### src/hdl/image_base_relocation_fixup_core_defines.svh
// Assertion helpers shared by the relocation fixup RTL.
`ifndef IMAGE_BASE_RELOCATION_FIXUP_CORE_DEFINES_SVH
`define IMAGE_BASE_RELOCATION_FIXUP_CORE_DEFINES_SVH

// Same-cycle implication, checked outside reset.
`define IBRF_ASSERT_NOW(label, ante, cons) \
	label: assert property (@(posedge clk) disable iff (!arst_n) (ante) |-> (cons)) \
		else $error("relocation fixup check failed");

// Next-cycle implication, checked outside reset.
`define IBRF_ASSERT_NEXT(label, ante, cons) \
	label: assert property (@(posedge clk) disable iff (!arst_n) (ante) |=> (cons)) \
		else $error("relocation fixup check failed");

`endif

### src/hdl/ibrf_pkg.sv
package ibrf_pkg;

	// Relocation entry types
	localparam logic [3:0] TYPE_HIGH       = 4'd1;
	localparam logic [3:0] TYPE_LOW        = 4'd2;
	localparam logic [3:0] TYPE_HIGHLOW    = 4'd3;
	localparam logic [3:0] TYPE_THUMB_PAIR = 4'd7;
	localparam logic [3:0] TYPE_DIR64      = 4'd10;

	// Write length codes
	localparam logic [1:0] LEN_NONE  = 2'd0;
	localparam logic [1:0] LEN_TWO   = 2'd1;
	localparam logic [1:0] LEN_FOUR  = 2'd2;
	localparam logic [1:0] LEN_EIGHT = 2'd3;

	// Configuration register indexes
	localparam logic CFG_NEW_BASE      = 1'b0;
	localparam logic CFG_ORIGINAL_BASE = 1'b1;

	// Instruction bits of a MOVW/MOVT word that are not part of imm16
	localparam logic [31:0] THUMB_KEEP_MASK = 32'h8f00fbf0;

	typedef struct packed {
		logic [3:0]  entry_type;
		logic [11:0] page_offset;
		logic [31:0] page_address;
		logic [63:0] old_bytes;
	} req_t;

	typedef struct packed {
		logic [31:0] target_address;
		logic [63:0] new_bytes;
		logic [1:0]  write_length;
	} rsp_t;

	// Gather imm4:i:imm3:imm8 of a Thumb-2 MOVW/MOVT word
	function automatic logic [15:0] thumb_imm_get(input logic [31:0] w);
		return {w[3:0], w[10], w[30:28], w[23:16]};
	endfunction

	// Scatter a 16-bit immediate back into a Thumb-2 MOVW/MOVT word
	function automatic logic [31:0] thumb_imm_put(input logic [31:0] w,
			input logic [15:0] imm);
		logic [31:0] f;
		f = w & THUMB_KEEP_MASK;
		f[3:0]   = imm[15:12];
		f[10]    = imm[11];
		f[30:28] = imm[10:8];
		f[23:16] = imm[7:0];
		return f;
	endfunction

endpackage

### src/hdl/image_base_relocation_fixup_core.sv
// A request accepted on start passes the stage 1, stage 2 and stage 3 registers before result_valid rises.
// Throughput: one request per cycle; busy stays low and the pipeline never stalls.
// The stages are gather/target add, the 64-bit delta add, then type select and scatter.
// Reset clears both base registers, the delta register and all stage valid bits.
// A base write takes effect for requests started in the following cycle or later.
`include "image_base_relocation_fixup_core_defines.svh"

module image_base_relocation_fixup_core (
	input  logic           clk,
	input  logic           arst_n,
	input  logic           start,
	output logic           busy,
	input  ibrf_pkg::req_t request,
	input  logic           cfg_valid,
	output logic           cfg_ready,
	input  logic           cfg_index,
	input  logic [63:0]    cfg_data,
	output logic           result_valid,
	output ibrf_pkg::rsp_t result
);

	logic        accept;
	logic [63:0] new_base_q;
	logic [63:0] original_base_q;
	logic [63:0] delta_q;

	logic        valid_s1;
	logic [3:0]  type_s1;
	logic [31:0] target_s1;
	logic [63:0] old_s1;
	logic [31:0] imm_s1;

	logic        valid_s2;
	logic [3:0]  type_s2;
	logic [31:0] target_s2;
	logic [63:0] old_s2;
	logic [63:0] sum_s2;
	logic [15:0] high_s2;
	logic [31:0] imm_s2;

	logic           valid_s3;
	ibrf_pkg::rsp_t rsp_s3;
	ibrf_pkg::rsp_t rsp_next;

	assign busy      = 1'b0;
	assign cfg_ready = 1'b1;
	assign accept    = start && !busy;

	// Hold base registers and precompute the delta
	always_ff @(posedge clk or negedge arst_n) begin
		if (!arst_n) begin
			new_base_q      <= '0;
			original_base_q <= '0;
			delta_q         <= '0;
		end else begin
			if (cfg_valid && cfg_ready) begin
				case (cfg_index)
					ibrf_pkg::CFG_NEW_BASE:      new_base_q      <= cfg_data;
					ibrf_pkg::CFG_ORIGINAL_BASE: original_base_q <= cfg_data;
					default: ;
				endcase
			end
			delta_q <= new_base_q - original_base_q;
		end
	end

	// Advance valid bits
	always_ff @(posedge clk or negedge arst_n) begin
		if (!arst_n) begin
			valid_s1 <= 1'b0;
			valid_s2 <= 1'b0;
			valid_s3 <= 1'b0;
		end else begin
			valid_s1 <= accept;
			valid_s2 <= valid_s1;
			valid_s3 <= valid_s2;
		end
	end

	// Stage 1: target address and Thumb immediate gather
	always_ff @(posedge clk) begin
		type_s1   <= request.entry_type;
		target_s1 <= request.page_address + {20'd0, request.page_offset};
		old_s1    <= request.old_bytes;
		imm_s1    <= {ibrf_pkg::thumb_imm_get(request.old_bytes[63:32]),
			ibrf_pkg::thumb_imm_get(request.old_bytes[31:0])};
	end

	// Stage 2: add the delta to every candidate field
	always_ff @(posedge clk) begin
		type_s2   <= type_s1;
		target_s2 <= target_s1;
		old_s2    <= old_s1;
		sum_s2    <= old_s1 + delta_q;
		high_s2   <= old_s1[15:0] + delta_q[31:16];
		imm_s2    <= imm_s1 + delta_q[31:0];
	end

	// Stage 3: select the patched field by type
	always_comb begin
		rsp_next.target_address = target_s2;
		rsp_next.new_bytes      = old_s2;
		rsp_next.write_length   = ibrf_pkg::LEN_NONE;
		case (type_s2)
			ibrf_pkg::TYPE_HIGH: begin
				rsp_next.new_bytes    = {old_s2[63:16], high_s2};
				rsp_next.write_length = ibrf_pkg::LEN_TWO;
			end
			ibrf_pkg::TYPE_LOW: begin
				rsp_next.new_bytes    = {old_s2[63:16], sum_s2[15:0]};
				rsp_next.write_length = ibrf_pkg::LEN_TWO;
			end
			ibrf_pkg::TYPE_HIGHLOW: begin
				rsp_next.new_bytes    = {old_s2[63:32], sum_s2[31:0]};
				rsp_next.write_length = ibrf_pkg::LEN_FOUR;
			end
			ibrf_pkg::TYPE_THUMB_PAIR: begin
				rsp_next.new_bytes = {
					ibrf_pkg::thumb_imm_put(old_s2[63:32], imm_s2[31:16]),
					ibrf_pkg::thumb_imm_put(old_s2[31:0], imm_s2[15:0])};
				rsp_next.write_length = ibrf_pkg::LEN_EIGHT;
			end
			ibrf_pkg::TYPE_DIR64: begin
				rsp_next.new_bytes    = sum_s2;
				rsp_next.write_length = ibrf_pkg::LEN_EIGHT;
			end
			default: ;
		endcase
	end

	always_ff @(posedge clk) begin
		rsp_s3 <= rsp_next;
	end

	assign result_valid = valid_s3;
	assign result       = rsp_s3;

	// Every request yields exactly one result_valid strobe once it leaves the pipeline registers
	`IBRF_ASSERT_NOW(a_strobe_follows, accept, ##3 result_valid)
	`IBRF_ASSERT_NOW(a_strobe_has_request, result_valid, $past(accept, 3))
	// Bytes beyond the write length keep the old contents
	`IBRF_ASSERT_NOW(a_two_keeps_upper,
		result_valid && result.write_length == ibrf_pkg::LEN_TWO,
		result.new_bytes[63:16] == $past(request.old_bytes[63:16], 3))
	`IBRF_ASSERT_NOW(a_four_keeps_upper,
		result_valid && result.write_length == ibrf_pkg::LEN_FOUR,
		result.new_bytes[63:32] == $past(request.old_bytes[63:32], 3))
	// The delta register follows the bases in the next cycle
	`IBRF_ASSERT_NEXT(a_delta_tracks, 1'b1,
		delta_q == $past(new_base_q) - $past(original_base_q))

endmodule
### config.mk
export PLATFORM = sky130hd
export DESIGN_NAME = image_base_relocation_fixup_core
export DESIGN_NICKNAME = d
export VERILOG_FILES = /design/src/hdl/ibrf_pkg.sv /design/src/hdl/image_base_relocation_fixup_core.sv
export VERILOG_INCLUDE_DIRS = /design/src /design/src/hdl
export SDC_FILE = /design/constraint.sdc
export NUM_CORES = 1
export LEC_CHECK = 0
export ABC_AREA = 1
export ABC_CLOCK_PERIOD_IN_PS = 2400
export BUFFER_PORTS_ARGS = -buffer_cell sky130_fd_sc_hd__buf_4
export CAP_MARGIN = 25
export CORE_MARGIN = 5
export CORE_UTILIZATION = 50
export CTS_CLUSTER_SIZE = 12
export DETAILED_ROUTE_END_ITERATION = 8
export PLACE_DENSITY = 0.69
export SKIP_CTS_REPAIR_TIMING = 1
export SYNTH_ARGS = -nofsm -noshare
export SYNTH_HDL_FRONTEND = slang
export SYNTH_SLANG_ARGS = --single-unit
export TNS_END_PERCENT = 1
### constraint.sdc
create_clock -name clk -period 2.4 [get_ports clk]
set_input_delay 0.48 -clock clk [delete_from_list [all_inputs] [get_ports clk]]
set_output_delay 0.48 -clock clk [all_outputs]
set_load 0.02 [all_outputs]
# After elaboration in Yosys (flattened, before gate mapping)

Cells that the tools add are included.

Bits in registers: 637
Word-level logic and storage cells: 33
Output and inout port bits: 101
Input port bits: 181

Mux-type cells: 1
Add/sub/neg operators: 5
Eq/ne operators: 5
Bitwise operators: 1
Reductions and logical operators: 2

Operators by type and width:

| kind                                                                   | number |
|---|---|
| 66-bit case mux with 5 select lines                                    | 1 |
| 64-bit adder                                                           | 1 |
| 64-bit subtractor                                                      | 1 |
| 32-bit by 12-bit adder with 32-bit output                              | 1 |
| 32-bit adder                                                           | 1 |
| 16-bit adder                                                           | 1 |
| 4-bit by 2-bit equality test with 1-bit output (second input constant) | 2 |
| 4-bit by 1-bit equality test with 1-bit output (second input constant) | 1 |
| 4-bit by 3-bit equality test with 1-bit output (second input constant) | 1 |
| 4-bit equality test (second input constant)                            | 1 |
| 2-bit AND reduction                                                    | 2 |
| 1-bit inverter                                                         | 1 |

# Logic depth before layout (Yosys ltp)

Gate-level depths: netlist of run 1.

Depth in word-level cells: 2
Depth in mapped cells: 16
Gate-level depth less buffers: 16

# Least setup slack after synthesis of run 1

No wires, ideal clock.

Path type: input port to flip-flop
Start point: input request[64] (netlist bit)
End point: register target_s1[16]
Required time: 2.269 ns
Arrival: 1.841 ns
Path buffers: 0
Stages on the path: 9
Setup time: 0.131 ns
Path slack: 0.428 ns
Cell sequence: ha_1 fa_1 nand2_1 nand2_1 o21ai_2 inv_1 a21oi_1 o22ai_1 xor2_1

Cells in the longest elaborated chain, start to end: 1

Ends and longest elaborated chain:

| element                                   | RTL line                               | source |
|---|---|---|
| start: declaration                        | image_base_relocation_fixup_core.sv:13 | `input ibrf_pkg::req_t request,` |
| 32-bit by 12-bit adder with 32-bit output | image_base_relocation_fixup_core.sv:83 | `target_s1 <= request.page_address + {20'd0, request.page_offset};` |
| end signal: assignment                    | image_base_relocation_fixup_core.sv:83 |  |
| end: declaration                          | image_base_relocation_fixup_core.sv:29 | `logic [31:0] target_s1;` |

No other way between the ends.
A chain may end at the register's enable or synchronous reset.

# Final worst setup path of run 1

Start point: register delta_q[0]
End point: register sum_s2[62]

Cells in the longest elaborated chain, start to end: 1

Ends and longest elaborated chain:

| element                  | RTL line                               | source |
|---|---|---|
| start: declaration       | image_base_relocation_fixup_core.sv:25 | `logic [63:0] delta_q;` |
| start signal: assignment | image_base_relocation_fixup_core.sv:63 | `delta_q <= new_base_q - original_base_q;` |
| 64-bit adder             | image_base_relocation_fixup_core.sv:94 | `sum_s2 <= old_s1 + delta_q;` |
| end signal: assignment   | image_base_relocation_fixup_core.sv:94 |  |
| end: declaration         | image_base_relocation_fixup_core.sv:37 | `logic [63:0] sum_s2;` |

No other way between the ends.

==> results of run 1 <==
==> sequential cells by signal, summed over array words and instances (netlist names) <==
register         count
type_s2              4
original_base_q     64
high_s2             16
imm_s1              31
type_s1              4
imm_s2              32
result_valid         1
result              98
valid_s1             1
delta_q             64
target_s2           32
old_s1              33
old_s2              64
valid_s2             1
new_base_q          64
sum_s2              64
target_s1           32
==> metrics by stage <==
stage | area, um2 | hold slack (ns) | setup TNS [ns]
after CTS | 37100 | -0.169 | -0.200
final | 37800 | 0.0619 | 0
after floorplan | 31500 | 0.184 | 0
after global routing | 37800 | 0.0479 | -0.000243
after global placement | 34900 | 0.310 | -0.100
after detailed placement | 34900 | 0.312 | -0.0821
==> layout by cell type (no fill, tap or decap), types with 38 or more instances in the layout <==
master and n:
buf_4 326, a21oi_1 147, inv_1 850, nor2_1 296, dfrtp_1 195, ha_1 182
nand3_1 188, clkbuf_16 70, nor3_1 40, xor2_1 103, o21ai_0 165, nand2_1 1712
dlygate4sd3_1 70, dfxtp_1 409, nand2_2 42, nand4_1 38
==> worst max path at each step <==
| stage | from | endpoint | slack, ns | depth (start not counted) |
|---|---|---|---|---|
| final | delta_q[0] | sum_s2[62] | 0.1 | 14 |
| after global routing | delta_q[0] | sum_s2[62] | -0.0002 | 14 |
| after CTS | delta_q[0] | sum_s2[62] | -0.07 | 14 |
| after detailed placement | delta_q[0] | sum_s2[46] | -0.04 | 14 |
| after global placement | imm_s1[12] | sum_s2[46] | -0.05 | 14 |
| after floorplan | request[64] | target_s1[16] | 0.43 | 9 |
==> synth_stat cells, types with 4 or more instances <==
master	number	area, um2
nand3_2	11	110
nor3_2	4	40.0
nand2_1	1718	6450
buf_4	4	30.0
nor3_1	40	200
inv_2	4	15.0
nand2_2	38	238
nor2_1	296	1110
fa_1	5	100
dfxtp_1	410	8210
o21ai_0	165	826
nor4_2	4	50.1
nor2_2	26	163
dfrtp_1	195	4880
o21bai_1	9	67.6
nor2_4	4	45.0
a21oi_1	147	736
inv_1	850	3190
clkbuf_1	34	128
nand4_1	38	238
xnor2_1	18	158
xor2_1	103	902
ha_1	184	2300
buf_2	8	40.0
a22oi_1	12	90.1
nand3_1	188	941
==> cell families (layout without fill, tap and decap cells) <==
group           after synthesis  count (layout)  share of synthesized area [%]
xor+xnor                    121             121                           3.37
other cells                   2               2                         0.0239
flops                       605             605                           41.6
buf+inv                     903            1371                           10.8
fa+ha+maj                   189             189                           7.63
compound gates              355             355                           6.02
simple gates               2372            2372                           30.5
==> layer usage <==
layer	vias up	share of wire (%)	track usage [%]
met3	142	6.3	3.78
met1	13127	46	40.9
met5	-	0	0
met4	0	2.6	7.66
met2	811	45	44.9
li1	14643	-	-
==> power breakdown <==
| group | internal, mW | total (mW) | switching, mW |
|---|---|---|---|
| Sequential | 12.5 | 13.9 | 1.41 |
| Combinational | 5.97 | 18.1 | 12.2 |
| Clock | 5.79 | 10.0 | 4.23 |
| Total | 24.2 | 42.0 | 17.8 |
==> layout make-up <==
type                            instances  area, um2  area share, %
Tap cell                              846       1060           2.80
Sequential cell                       605      13100           34.6
Multi-Input combinational cell       3039      15000           39.8
Inverter                              856       3210           8.50
Clock buffer                           92       1880           4.99
Clock inverter                         21        264          0.699
Timing Repair Buffer                  402       3260           8.63
==> summary by stage, run 1 <==
GRT
Across every metal layer, demand over resource in global routing totals 28.3%. The first global-routing pass estimated 150 mm of wire. Summed over all layers, the global routing overflow is 0. Entering global routing, the biggest net connects 64 pins.

The initial antenna violation count is 0. The number of global-route vias before repair is 27045.

Detailed routing
Once detail routing completed, the nets flagged for antenna violations numbered 0. After detailed routing, the number of vias per cell comes to 4.90. For this block, the initial DRC count from the detailed router was 2462.

The routed design has 99.0 mm of wire. The first-pass detailed-route iteration total is 6. After detailed routing, the average wire length per cell comes to 16.9 um. The routed layout has 28723 vias. The number of design rule violations left after detail routing is 0.

Clock network
TritonCTS built the clock tree. The clock network latency to the later pin of the worst-skew pair is 0.61 ns. The clock drives 605 sinks.

The maximum level of the CTS H-tree is 3. The number of buffers on the longest clock path is 3. The tree is rooted in a clkbuf_16. The number of clock buffers added by TritonCTS is 68. The CTS clock-pin slew for the worst setup and hold paths is 0.06 ns.

Run
The number of max-capacitance violations reported is 0.

Power
The design draws 42.0 mW. The worst-case IR drop observed on VDD is 0.584 mV. The static leakage power is 21.0 nW.

Power spread over the standard cell area amounts to 1110 nW/um2.

Setup path
The critical path is of the flop to flop type. The top cell family by delay on the critical path is simple AND/OR/NAND/NOR gates. The critical-path maximum fanout is 4. The worst register-to-register path has a setup slack of 0.1 ns. The worst register-to-register path ends at sum_s2[62]. At the worst endpoint, the arrival time is 2.81 ns. The cell that appears most often on the critical path is nand2_1. The buffering stage count on the worst path with inverters included is 0. The worst setup path is captured at a flop. Data on the critical path is required at its endpoint by 2.91 ns.

In this run the critical register-to-register path is launched from delta_q[0]. The delay of the slowest cell on the worst path is 0.40 ns. Walking the worst path, the cells encountered are ha_2 > fa_2 > nand3_1 > nand3_2 > nand2_1 > nand2_1 > nand2_1 > nand2_2 > nand2_1 > nand2_2 > nand2_1 > nand2_1 > nand2_1 > nand2_1. The critical path launch point type is a flop. Counting cells, the worst reg-to-reg path comes to 14. The critical-path cell with the highest stage delay is dfrtp_1.

STA
The maximum achievable frequency is 0.434 GHz. The post-route clock period utilization is 96.0%. The number of setup violations in the final report is 0.

The slew at the pin closest to its max-slew limit is 1.04 ns. The max-slew violation count was 0. The final number of hold-violating endpoints was 0. The final critical delay including setup and external delays is 2.30 ns. Once routing completed, OpenROAD measured the worst setup slack at 0.0955 ns. The tightest slew margin relative to the limit is 30.9%. The worst clock skew is 0.0171 ns.

Final layout
The net count of the finished layout is 5342. The filler cells instantiated in the layout total 5974. The fraction of layout cells with a size suffix above 1 is 10.7%. 0 antenna diodes ended up in the layout.

The area overhead of the layout relative to synthesis is 20.0%. The core utilization of the finished layout is 60.2%. The filler-free cell count of the finished design is 5861.

Logic synthesis
The fraction of registers with async set or reset after synthesis is 32.2%. After synthesis, flip-flops and latches occupy 41.6% of the total area. The cell count after synthesis came out at 4547. The Yosys step of the flow raised 0 warnings.

Each instance of the synthesized netlist takes up on average 6.92 um2. The number of flops mapped to enable cells by yosys is 0. Synthesis inferred 605 register bits. The synthesized netlist net count is 4917.

The cell area after synthesis is 31500 um2. The count of distinct cell types in the synthesized netlist is 43. Among all flip-flop cells after synthesis, the most frequent one is dfxtp_1.

Placement
At the placement stage, the worst setup path has a slack of -0.0417 ns. After detailed placement, the design holds a cell count of 5678. The count of buffers added on input and output ports is 279. The congestion estimate from routability-driven global placement came to 1.03. Detailed placement finished with a half-perimeter wire length of 80.9 mm.

Floorplanning
The die covers 68100 um2. The die span in y is 261 um. For this design the top-level I/O count stands at 282.

The area of the core region is 62700 um2. The die width is 261 um. The effective utilization at floorplan is 50.2%. The standard-cell row count is 92.

Min path
The number of stages on the worst hold path is 2. The path with the worst hold slack has its endpoint at target_s1[19]. The worst hold path belongs to the class primary input to flop. The critical hold path startpoint is request[83].

Outcome
The flow ran to the end, and the final reports show no timing, DRC or antenna violations.
Note: power is estimated with default switching activity, not from simulation.
==> run 2: changes to the inputs <==
ABC_CLOCK_PERIOD_IN_PS = 2300   (was 2400)
clock period = 2.3 ns   (was 2.4 ns; I/O delays follow)
==> summary by stage, run 2 (synthesized netlist as in run 1, its figures left out) <==
Setup path
The data arrival time of the critical path is 2.76 ns. The endpoint identified for the worst register-to-register timing path is sum_s2[61]. The critical-path maximum fanout is 4.

The top cell family by delay on the critical path is simple AND/OR/NAND/NOR gates. The kind of critical path is flop to flop. Walking the worst path, the cells encountered are ha_2 > nand2_1 > inv_1 > nand2_1 > nand2_1 > inv_1 > nand2_1 > a21oi_1 > nand2_2 > nand2_1 > nand2_1 > nand2_1 > nand2_1. Counting cells, the worst reg-to-reg path comes to 13.

The largest single stage delay on the critical path is 0.56 ns. STA puts the critical path data required time at 2.85 ns. Among the stages of the critical path, the cell type that occurs most often is nand2_1. The buffering stage count on the worst path with inverters included is 2.

The critical-path cell with the highest stage delay is dfxtp_1. For flop-to-flop paths, the worst setup slack is 0.08 ns. The worst setup path is launched from a flop. The type of element capturing the critical path is a flop.

The startpoint of the most critical register-to-register path is imm_s1[8].

GRT
The total congestion overflow is 0. The met3 global-route usage is 3.44%. In this run the most used layer during global routing was met2. The number of global-route vias before repair is 27380.

The initial antenna violation count was 2. Global routing used 28.4% of the available tracks. The first global-routing pass estimated 151 mm of wire. In the global route stage, met1 resource usage came out at 40.9%. The pin count of the biggest net entering global routing is 56. For this run, global-route usage on met2 was measured as 45.5%.

STA
The max-slew violation count is 0. The final hold slack is 0.0161 ns. The tightest slew margin relative to the limit is 61.1%.

The final number of hold-violating endpoints is 0. The slew at the pin closest to its max-slew limit is 0.580 ns. The final critical delay including setup and external delays is 2.22 ns. For this run, the top clock speed supported by timing is 0.451 GHz. The worst clock skew is 0.0287 ns. The post-route clock period utilization is 96.4%. Setup repair after global routing could not meet its margin everywhere.

Setup violations remaining at the end of the flow were counted as 0.

Placement
During placement, the flow inserted port buffers numbering 279. The global placer's final weighted congestion is 1.00. Summed over all nets, the half-perimeter wirelength after detailed placement is 81.8 mm.

Clock network
TritonCTS built the clock tree. Clock-pin slew was measured on the worst setup and hold paths at 0.06 ns. The number of clock buffers added by TritonCTS is 61.

The maximum level of the CTS H-tree is 2. Clock tree synthesis selected as its root buffer the cell clkbuf_16. The clock passes through at most 3 buffers. The clock network latency to the later pin of the worst-skew pair is 0.66 ns. CTS saw 605 sinks.

Run
The tool flagged a number of max-cap violations equal to 0.

Floorplanning
The core region is 62700 um2. The count of pins on the block boundary is 282. The die width is 261 um.

The initial utilization of the core area, before any placement, comes to 50.2%. The floorplan has 92 rows. The die span in y is 261 um. The total die area is 68100 um2.

Min path
The capture endpoint of the worst hold path is target_s1[14]. The worst hold path passes through 2 cells. The worst min-delay path class is primary input to flop. The critical hold path startpoint is request[78].

Power
In this run the power density over the cells is 1150 nW/um2. Summed over all cells, the static leakage comes to 21.1 nW. The share of total power dissipated in the clock network is 21.9%. In this run the power spent charging and discharging nets is 18.4 mW. The internal power of the cells totals 25.1 mW. Across the VDD grid, the largest voltage drop is 0.614 mV. The switching share of power is 42.4%.

The combinational share of power is 44.8%. The part of the power in registers is 33.3%.

Final layout
The net count of the finished layout is 5377. From synthesis to final layout, the design area changed by 20.7%. The core utilization of the finished layout is 60.6%. Leaving out fill and tap cells, the most frequent cell in the layout is nand2_1. Cells with a size suffix above 1 make up 11.6% of the layout. The flip-flop count of the largest register, all copies and words added is 98. The top cell types in the final layout, fill and taps aside, are nand2_1, inv_1, dfxtp_1.

Detailed routing
For this block, the initial DRC count from the detailed router was 2224. The number of design rule violations left after detail routing is 0. In the routed layout, each cell is associated on average with a via count of 4.91. The routed layout has 28934 vias. The first-pass detailed-route iteration total is 5. The routed wire length per instance is 16.9 um. The count of nets left with antenna violations once routing finished came out at 0. The routed wire length is 99.4 mm.

Outcome
The flow ran to the end, and the final reports show no timing, DRC or antenna violations.
## run 2: power by group through the flow
stage,clock network (mW),registers [mW],logic [mW]
after floorplan,0,14.2,12.1
after global placement,0,14.6,18.8
after detailed placement,0,14.6,18.8
after CTS,9.73,14.4,18.9
after global routing,10.1,14.7,21.6
final,9.53,14.5,19.5
## run 2: worst reg2reg max path, cell delays in order, from the launching register on
cell	delay, ns
dfxtp_1	0.56
ha_2	0.42
nand2_1	0.12
inv_1	0.05
nand2_1	0.06
nand2_1	0.07
inv_1	0.06
nand2_1	0.11
a21oi_1	0.17
nand2_2	0.17
nand2_1	0.17
nand2_1	0.06
nand2_1	0.06
nand2_1	0.04
## run 2: worst max-delay path by stage
stage | from | end | slack, ns | cells past startpoint
3_5_place_dp | delta_q[0] | sum_s2[60] | -0.15 | 14
5_1_grt | imm_s1[8] | sum_s2[61] | -0.03 | 13
6_report | imm_s1[8] | sum_s2[61] | 0.08 | 13
2_1_floorplan | request[64] | target_s1[16] | 0.35 | 9
4_1_cts | delta_q[0] | sum_s2[60] | -0.13 | 14
3_3_place_gp | imm_s1[12] | sum_s2[60] | -0.13 | 14
## run 2: cell type report
class                      instances  area [um2]
sequential                       605       13100
clock buffer                      91        1780
inverter                         856        3210
timing repair buffer             444        3600
clock inverter                    10         131
multi-input combinational       3039       15100
antenna                            1        2.50
fill                            5944       24700
tap                              846        1060
## run 2: through the flow
| step | power (mW) | instance area [um2] | setup WS (ns) | instances | TNS, ns |
|---|---|---|---|---|---|
| after floorplan | 26.3 | 31500 | 0.348 | 4547 | 0 |
| after global placement | 33.4 | 35200 | -0.134 | 5715 | -0.265 |
| after detailed placement | 33.5 | 35200 | -0.150 | 5715 | -0.437 |
| after CTS | 43.1 | 37100 | -0.129 | 5816 | -0.314 |
| after global routing | 46.4 | 38000 | -0.0315 | 5891 | -0.112 |
| final | 43.5 | 38000 | 0.0830 | 5892 | 0 |
## run 2: metal layers
metal / vias to the layer above / wire length (um)
met3: 186 / 6180
li1: 14733 / -
met1: 13143 / 45400
met4: 0 / 3060
met2: 872 / 44700
met5: - / 0
==> run 3: changes to the inputs <==
ABC_CLOCK_PERIOD_IN_PS = 2620   (was 2300)
SETUP_SLACK_MARGIN = 0.05   (was default)
clock period = 2.62 ns   (was 2.3 ns; I/O delays follow)
==> summary by stage, run 3 (synthesized netlist as in run 1, its figures left out) <==
STA
The number of setup violations in the final report is 0. The maximum achievable frequency is 0.419 GHz. The worst clock skew is 0.0169 ns. The final critical delay including setup and external delays is 2.39 ns. The tightest slew margin relative to the limit is 34.7%.

The final number of hold-violating endpoints came to 0. The post-route clock period utilization is 91.1%. Setup repair after global routing left no endpoint under its margin. The slew at the pin closest to its max-slew limit is 0.979 ns. The max-slew violation count was 0. The final total negative setup slack is 0 ns.

Power
The worst IR drop on VDD is 0.544 mV. The share of total power in the clock network is 23.6%. The power per standard cell area is 1010 nW/um2. The static leakage power is 20.8 nW.

Cell internal power was estimated by the tool at 21.9 mW. Registers are responsible for 34.0% of the overall power. Per report_power, the combinational group accounts for 42.4% of the total.

The switching share of power is 41.9%. The analysis attributes to net switching a power of 15.8 mW.

Floorplanning
After floorplanning, the core was sized to cover 62700 um2. In this run the core area contains 92 standard-cell rows. The die width is 261 um. From bottom edge to top edge, the die measures 261 um.

The die covers 68100 um2. The count of pins on the block boundary is 282. Once the floorplan was initialized, standard cells occupied 50.2% of the core.

GRT
The pin count of the biggest net entering global routing is 91. The initial antenna violation count came to 0. The first global-routing pass estimated 145 mm of wire.

Summed over all layers, the global routing overflow is 0. Global routing used 27.5% of the available tracks across all layers. The number of global-route vias before repair was 26488.

Final layout
The area growth from synthesis to layout is 18.5%. The filler cell count is 5979. The net count of the finished layout is 5292. In the layout the commonest cells are nand2_1, inv_1, dfxtp_1. The fraction of layout cells with a size suffix above 1 is 9.97%. Cells fill 59.4% of the core in the end. The most common library cell in the layout ignoring fill and taps is nand2_1. The register with the most flip-flops in the layout has 98 of them.

Clock network
The TritonCTS buffer count is 66. The CTS clock-pin slew for the worst setup and hold paths is 0.06 ns. For the worst-skew pair, the clock arrives at the later sink with an insertion delay of 0.61 ns. The number of buffers on the longest clock path is 3.

The CTS tree is done. The H-tree was split into 3 levels. The clock net in this run drives a total of 605 sinks.

In this run the clock root is driven by a clkbuf_16.

Placement
After legalization and detailed placement, the total HPWL measured 78.5 mm. Routability-driven placement finished with a final weighted congestion of 0.997. The number of input and output port buffers inserted is 279.

Setup path
The worst setup path is launched from a flop. The timing startpoint of the critical path is delta_q[0]. The worst register-to-register path has a setup slack of 0.23 ns. STA puts the critical path data required time at 3.12 ns. Data on the critical path arrives at its endpoint at 2.89 ns. Along the worst path, the maximum fanout reaches 4. The startpoint of the most critical register-to-register path is delta_q[0]. The critical register-to-register path endpoint is sum_s2[62].

The kind of critical path is flop to flop. The type of element capturing the critical path is a flop. The depth of the worst register-to-register path is 14.

Min path
The startpoint identified for the worst hold timing path is request[56]. The number of stages on the worst hold path is 1. The min-delay analysis places its worst path in the category primary input to flop.

The capture endpoint of the worst hold path is old_s1[56].

Detailed routing
After detailed routing, the number of vias per cell comes to 4.87. The routed design has 96.3 mm of wire. The routed wire length per instance is 16.6 um.

After detailed routing, the number of remaining DRC violations is 0. The number of violations reported at the end of detailed-routing iteration 0 is 2102. Once detail routing completed, the nets flagged for antenna violations numbered 0. The via count of the routed design is 28282. The first-pass detailed-route iteration total is 6.

Outcome
The flow ran to the end, and the final reports show no timing, DRC or antenna violations.

Run
Max-cap violations in this run came to 0.
## run 3: cell count changes in the layout (fill, tap and decap cells not counted), sizes merged
cell / before / now
clkbuf: 92 / 94
dlygate4sd3: 73 / 56
inv: 855 / 858
buf: 370 / 297
clkinv: 8 / 16
clkinvlp: 2 / 0
## run 3: critical path, cell delays in order (launching register included)
cell and delay [ns]:
dfrtp_1 0.38, ha_1 0.28, fa_1 0.46, nand3_1 0.13
nand3_2 0.12, nand2_1 0.08, nand2_1 0.11, nand2_1 0.10
nand2_2 0.12, nand2_1 0.10, nand2_2 0.12, nand2_1 0.11
nand2_1 0.05, nand2_1 0.05, nand2_1 0.05
## run 3: power groups by stage
stage | combinational, mW | sequential (mW) | clock [mW]
2_1_floorplan | 10.7 | 12.4 | 0
4_1_cts | 15.7 | 12.7 | 9.08
3_3_place_gp | 15.6 | 12.9 | 0
6_report | 16.0 | 12.8 | 8.89
5_1_grt | 17.8 | 12.9 | 9.48
3_5_place_dp | 15.6 | 12.9 | 0
## run 3: worst max path at each step
stage | end | cells after the start
2_1_floorplan | target_s1[16] | 9
3_3_place_gp | target_s1[28] | 11
3_5_place_dp | target_s1[20] | 11
4_1_cts | sum_s2[62] | 14
5_1_grt | sum_s2[60] | 14
6_report | sum_s2[62] | 14
## run 3: per-layer routing
layer	up-vias	global-route usage (%)	part of all wire (%)
li1	14570	-	-
met1	12790	39.3	46
met2	786	44.1	45
met3	136	3.90	6.3
met4	0	7.31	2.6
met5	-	0	0
## run 3: final cells by class
cell class                      instances  area [um2]  share of cell area (%)
Antenna cell                            1        2.50                 0.00671
Tap cell                              846        1060                    2.84
Multi-Input combinational cell       3039       15000                    40.2
Clock inverter                         19         161                   0.433
Clock buffer                           93        1910                    5.11
Sequential cell                       605       13100                    35.1
Timing Repair Buffer                  354        2870                    7.69
Inverter                              856        3210                    8.62
## run 3: per-stage QoR
stage | instance area (um2) | std cells | total power [mW] | hold WS, ns | worst slack (ns)
3_3_place_gp | 34700 | 5644 | 28.5 | 0.310 | 0.202
4_1_cts | 36700 | 5756 | 37.6 | -0.149 | 0.212
2_1_floorplan | 31500 | 4547 | 23.1 | 0.228 | 0.604
5_1_grt | 37300 | 5812 | 40.2 | -0.000706 | 0.0660
6_report | 37300 | 5813 | 37.7 | 0.0216 | 0.234
3_5_place_dp | 34700 | 5644 | 28.5 | 0.312 | 0.166
